File: src/rtl/wavhp_pkg.sv
// Package for the WAV header parser: field widths, status codes, tags,
// register indexes and the shared structs. No dependencies.
package wavhp_pkg;

    localparam int BYTE_W   = 8;
    localparam int WORD_W   = 32;
    localparam int HALF_W   = 16;
    localparam int STATUS_W = 3;
    localparam int COUNT_W  = 8;
    localparam int POS_W    = 5;   // longest fixed run is the 16-byte fmt body
    localparam int CFG_IDX_W  = 1;
    localparam int CFG_DATA_W = 32;

    // Status codes
    localparam logic [STATUS_W-1:0] ST_PARSING   = 3'd0;
    localparam logic [STATUS_W-1:0] ST_HEADER_OK = 3'd1;
    localparam logic [STATUS_W-1:0] ST_BAD_RIFF  = 3'd2;
    localparam logic [STATUS_W-1:0] ST_FMT_SHORT = 3'd3;
    localparam logic [STATUS_W-1:0] ST_NOT_PCM   = 3'd4;
    localparam logic [STATUS_W-1:0] ST_TOO_MANY  = 3'd5;

    // Register indexes
    localparam logic [CFG_IDX_W-1:0] REG_STREAM_LIMIT = 1'd0;
    localparam logic [CFG_IDX_W-1:0] REG_CHUNK_LIMIT  = 1'd1;

    localparam logic [WORD_W-1:0]  STREAM_LIMIT_RESET = 32'd4194304;
    localparam logic [COUNT_W-1:0] CHUNK_LIMIT_RESET  = 8'd8;

    localparam logic [WORD_W-1:0] TAG_FMT  = 32'h666D_7420;  // "fmt "
    localparam logic [WORD_W-1:0] TAG_DATA = 32'h6461_7461;  // "data"
    localparam logic [HALF_W-1:0] FORMAT_PCM = 16'd1;
    localparam logic [WORD_W-1:0] FMT_MIN_SIZE = 32'd16;

    typedef struct packed {
        logic [WORD_W-1:0]  stream_limit;
        logic [COUNT_W-1:0] chunk_limit;
    } wavhp_cfg_t;

    typedef struct packed {
        logic [STATUS_W-1:0] status;
        logic [WORD_W-1:0]   rate_hz;
        logic [HALF_W-1:0]   channel_count;
        logic [HALF_W-1:0]   depth_bits;
        logic [WORD_W-1:0]   data_bytes;
    } wavhp_result_t;

endpackage

File: src/rtl/wavhp_cfg.sv
// Configuration registers: streaming size limit and chunk limit.
// Depends on wavhp_pkg.
module wavhp_cfg import wavhp_pkg::*;
(
    input  logic                  clk,
    input  logic                  rst_n,
    input  logic                  write_en,
    input  logic [CFG_IDX_W-1:0]  index,
    input  logic [CFG_DATA_W-1:0] data,
    output wavhp_cfg_t            cfg
);

    logic [WORD_W-1:0]  stream_limit_reg;
    logic [COUNT_W-1:0] chunk_limit_reg;

    always_ff @(posedge clk or negedge rst_n)
    begin
        if (!rst_n)
        begin
            stream_limit_reg <= STREAM_LIMIT_RESET;
            chunk_limit_reg  <= CHUNK_LIMIT_RESET;
        end
        else if (write_en)
        begin
            case (index)
                REG_STREAM_LIMIT: stream_limit_reg <= data[WORD_W-1:0];
                REG_CHUNK_LIMIT:  chunk_limit_reg  <= data[COUNT_W-1:0];
                default: ;
            endcase
        end
    end

    assign cfg.stream_limit = stream_limit_reg;
    assign cfg.chunk_limit  = chunk_limit_reg;

endmodule

File: config.mk
export PLATFORM = sky130hd
export DESIGN_NAME = wavhp_cfg
export DESIGN_NICKNAME = d
export VERILOG_FILES = /design/src/rtl/wavhp_pkg.sv /design/src/rtl/wavhp_cfg.sv
export SDC_FILE = /design/constraint.sdc
export NUM_CORES = 1
export LEC_CHECK = 0
export BUFFER_PORTS_ARGS = -buffer_cell sky130_fd_sc_hd__buf_2
export CORE_MARGIN = 4
export CORE_UTILIZATION = 41
export CTS_CLUSTER_DIAMETER = 200
export DETAILED_ROUTE_END_ITERATION = 7
export PLACE_DENSITY = 0.76
export SYNTH_ARGS = -nofsm -noshare
export SYNTH_HDL_FRONTEND = slang
export SYNTH_SLANG_ARGS = --single-unit
export TNS_END_PERCENT = 20
File: constraint.sdc
create_clock -name clk -period 0.8 [get_ports clk]
set_input_delay 0.04 -clock clk [delete_from_list [all_inputs] [get_ports clk]]
set_output_delay 0.04 -clock clk [all_outputs]
set_load 0.01 [all_outputs]
==> qor.csv <==
stage,metric,value,unit
critical_path,timing.critical_path.slowest_stage_cell,dfstp_2,
logic_synthesis,yosys_register_bits,40,
detailed_routing,post_drt_wl_per_cell,15.8,µm
clock_network,clk-insertion-delay-late,0.27,ns
logic_synthesis,yosysWarnings,0,
finish,final_layout_size_suffix_gt1_share,66.2,%
critical_path,critical_path.max_fanout,2,
clock_network,clock_input_transition_at_the_sequential_cells_of_the_worst_setup_and_hold_paths,0.07,ns
placement,place_worst_setup_slack,-0.210,ns
power_and_ir_drop,share_seq_of_total_power,50.1,%
power_and_ir_drop,power_switching,1.28,mW
finish,final_area,2450,µm²
critical_path,setup.worst_path.start_class,flip-flop,
critical_path,critical_path.max_stage_delay,0.54,ns
clock_network,clockBufferDepth,2,
clock_network,cts_tree,done,
critical_path,timing.critical_path.buf_inv,1,
sta,finalHoldViolCount,0,
floorplan,placement_rows,22,
sta,final.hold.worst_slack,0.00640,ns
clock_network,cts_max_level,2,
hold_path,worstHoldPathCells,2,
sta,rsz0062_at_grt,yes,
critical_path,critical_path_required,0.76,ns
critical_path,crit_path_cell_trace,buf_6,
power_and_ir_drop,clock_power_share,23.8,%
sta,post-route-worst-setup-slack,-0.149,ns
power_and_ir_drop,power_density,2040,nW/µm²
finish,diodes,0,
status,outcome,"finished, violations left",
sta,worst_relative_slew_slack,85.8,%
logic_synthesis,synthDistinctLibCells,7,
grt,grtUsageTotal,15.0,%
sta,finClkSkew,0,ns
grt,grt_start_max_net_pins,41,
floorplan,placeableCoreArea,3740,µm²
detailed_routing,1st_iter_drt_viols,53,
finish,fin_nets,231,
detailed_routing,drt_first_pass_iters,4,
detailed_routing,wl,3830,µm
sta,timing.final.setup_violations,45,
sta,max_clock_freq,1050,MHz
placement,detailedPlacementHpwl,2510,µm
job,maxCapViolations,0,
logic_synthesis,syn-num-nets,122,
power_and_ir_drop,power.leakage,1.23,nW
critical_path,ff2ff_path_depth,3,
placement,place.port_buffers,75,
critical_path,setup.reg_to_reg.worst_slack,-0.14,ns
detailed_routing,routed-via-count,1080,
detailed_routing,antenna_viol_nets_final,0,
logic_synthesis,synth_area,1620,µm²
floorplan,die_x,70.9,µm
logic_synthesis,synth_sequential_area_ratio,61.9,%
critical_path,r2r_start,stream_limit_reg[22]$_DFFE_PN1P_,
placement,gpl.final_weighted_congestion,0.771,
sta,timing_max_transition_violations_final,0,
hold_path,min-delay-path-class,primary input to flip-flop,
critical_path,cp_top_family,flip-flops,
power_and_ir_drop,report.power.total,5.01,mW
hold_path,hold_start,data[27],
clock_network,cts_root_buffer,clkbuf_8,
power_and_ir_drop,ir_drop,1310,µV
critical_path,r2r-end,stream_limit_reg[22]$_DFFE_PN1P_,
finish,layout-area-overhead-vs-synth,51.3,%
critical_path,worst_setup_path_end_kind,primary output,
power_and_ir_drop,p_comb_share,26.1,%
finish,finish.utilization,65.5,%
floorplan,design.portCount,76,
sta,period_minus_slack,0.949,ns
sta,min_period_over_period,119,%
clock_network,tritoncts.num_buffers,5,
placement,placed_cell_area,2090,µm²
finish,most_frequent_standard_cell_in_the_layout_excluding_fill_and_tap_cells,buf_2,
finish,final-instance-count-excl-fill,243,
critical_path,critical_path_arrival,0.91,ns
floorplan,floorplan.initialDensity,43.3,%
critical_path,worst_setup_path_startpoint,stream_limit_reg[22]$_DFFE_PN1P_,
finish,max_ffs_per_register,32,
floorplan,die-area,5030,µm²
sta,tns,-1.96,ns
logic_synthesis,synth_cells,86,
placement,place_inst,209,
hold_path,worstHoldEndpoint,stream_limit_reg[27]$_DFFE_PN0P_,
power_and_ir_drop,switching_share,25.5,%
grt,overflow,0,
status,failed_checks,negative setup slack,
power_and_ir_drop,cell_internal_pwr,3.73,mW
grt,antenna_found_initial,0,
grt,via_count_of_the_first_global_routing_pass,1216,
clock_network,clock_sink_count,40,
detailed_routing,vias_per_cell,4.44,
critical_path,crit_type,flip-flop to primary output,
grt,grt_pass1_wl,5910,µm
detailed_routing,drc,0,
sta,max_slew.worst_pin.slew,0.213,ns
logic_synthesis,avgSynthCellArea,18.9,µm²
finish,layout.cells.most_common_list,"buf_2 (71), dfrtp_1 (38), mux2_4 (30)",
floorplan,y_dimension_of_the_die,70.9,µm
layout make-up:
cell class,count,area [µm²]
clock buffers,7,76.3
fillers,277,1290
multi-input cells,42,581
flip-flops and latches,40,1000
well taps,48,60.1
repair buffers,106,733
power groups by stage:
stage	clock [mW]	sequential, mW	combinational, mW
2_1_floorplan	0	2.66	0.495
3_3_place_gp	0	2.51	1.14
3_5_place_dp	0	2.53	1.16
4_1_cts	1.25	2.50	1.26
5_1_grt	1.35	2.55	1.40
6_report	1.19	2.51	1.31
cell families (layout without fill, tap and decap cells):
kind of cell           Yosys count  in the layout  share of synthesized area, %
buffers and inverters            4            113                          2.78
DFF                             40             40                          61.9
muxes                           40             40                          34.7
and+or+nand+nor                  2              2                         0.617
layer usage:
metal	wire (µm)	global-route usage (%)	vias to the layer above
li1	-	-	514
met4	0	2.51	0
met1	1470	17.1	515
met3	316	4.55	0
met2	2050	28.0	51
met5	0	0	-
what timing repair did:
| item | 4_1_cts | 5_1_grt |
|---|---|---|
| hold buffers | 19 | 6 |
| gates resized for setup | 2 | 2 |
| cloned | 0 | 0 |
| setup buffers | 1 | 1 |
| endpoints found under the hold margin | 58 | 6 |
| setup endpoints to repair | 40 | 42 |
synthesized netlist by cell type (all sizes together):
library cell | n | area (µm²)
mux2 | 40 | 563
dfrtp | 38 | 951
buf | 4 | 45.0
dfstp | 2 | 52.6
nand2 | 1 | 3.75
nor2b | 1 | 6.26
how the worst max path moves through the flow:
stage / endpoint / slack (ns) / depth (start not counted)
after floorplan: stream_limit_reg[0]$_DFFE_PN0P_ / -0.04 / 4
after global placement: stream_limit_reg[0]$_DFFE_PN0P_ / -0.18 / 4
after detailed placement: stream_limit_reg[2]$_DFFE_PN0P_ / -0.21 / 4
after CTS: cfg[3] / -0.16 / 1
after global routing: cfg[3] / -0.19 / 1
final: cfg[30] / -0.15 / 1
Note: power is estimated with default switching activity, not from simulation.
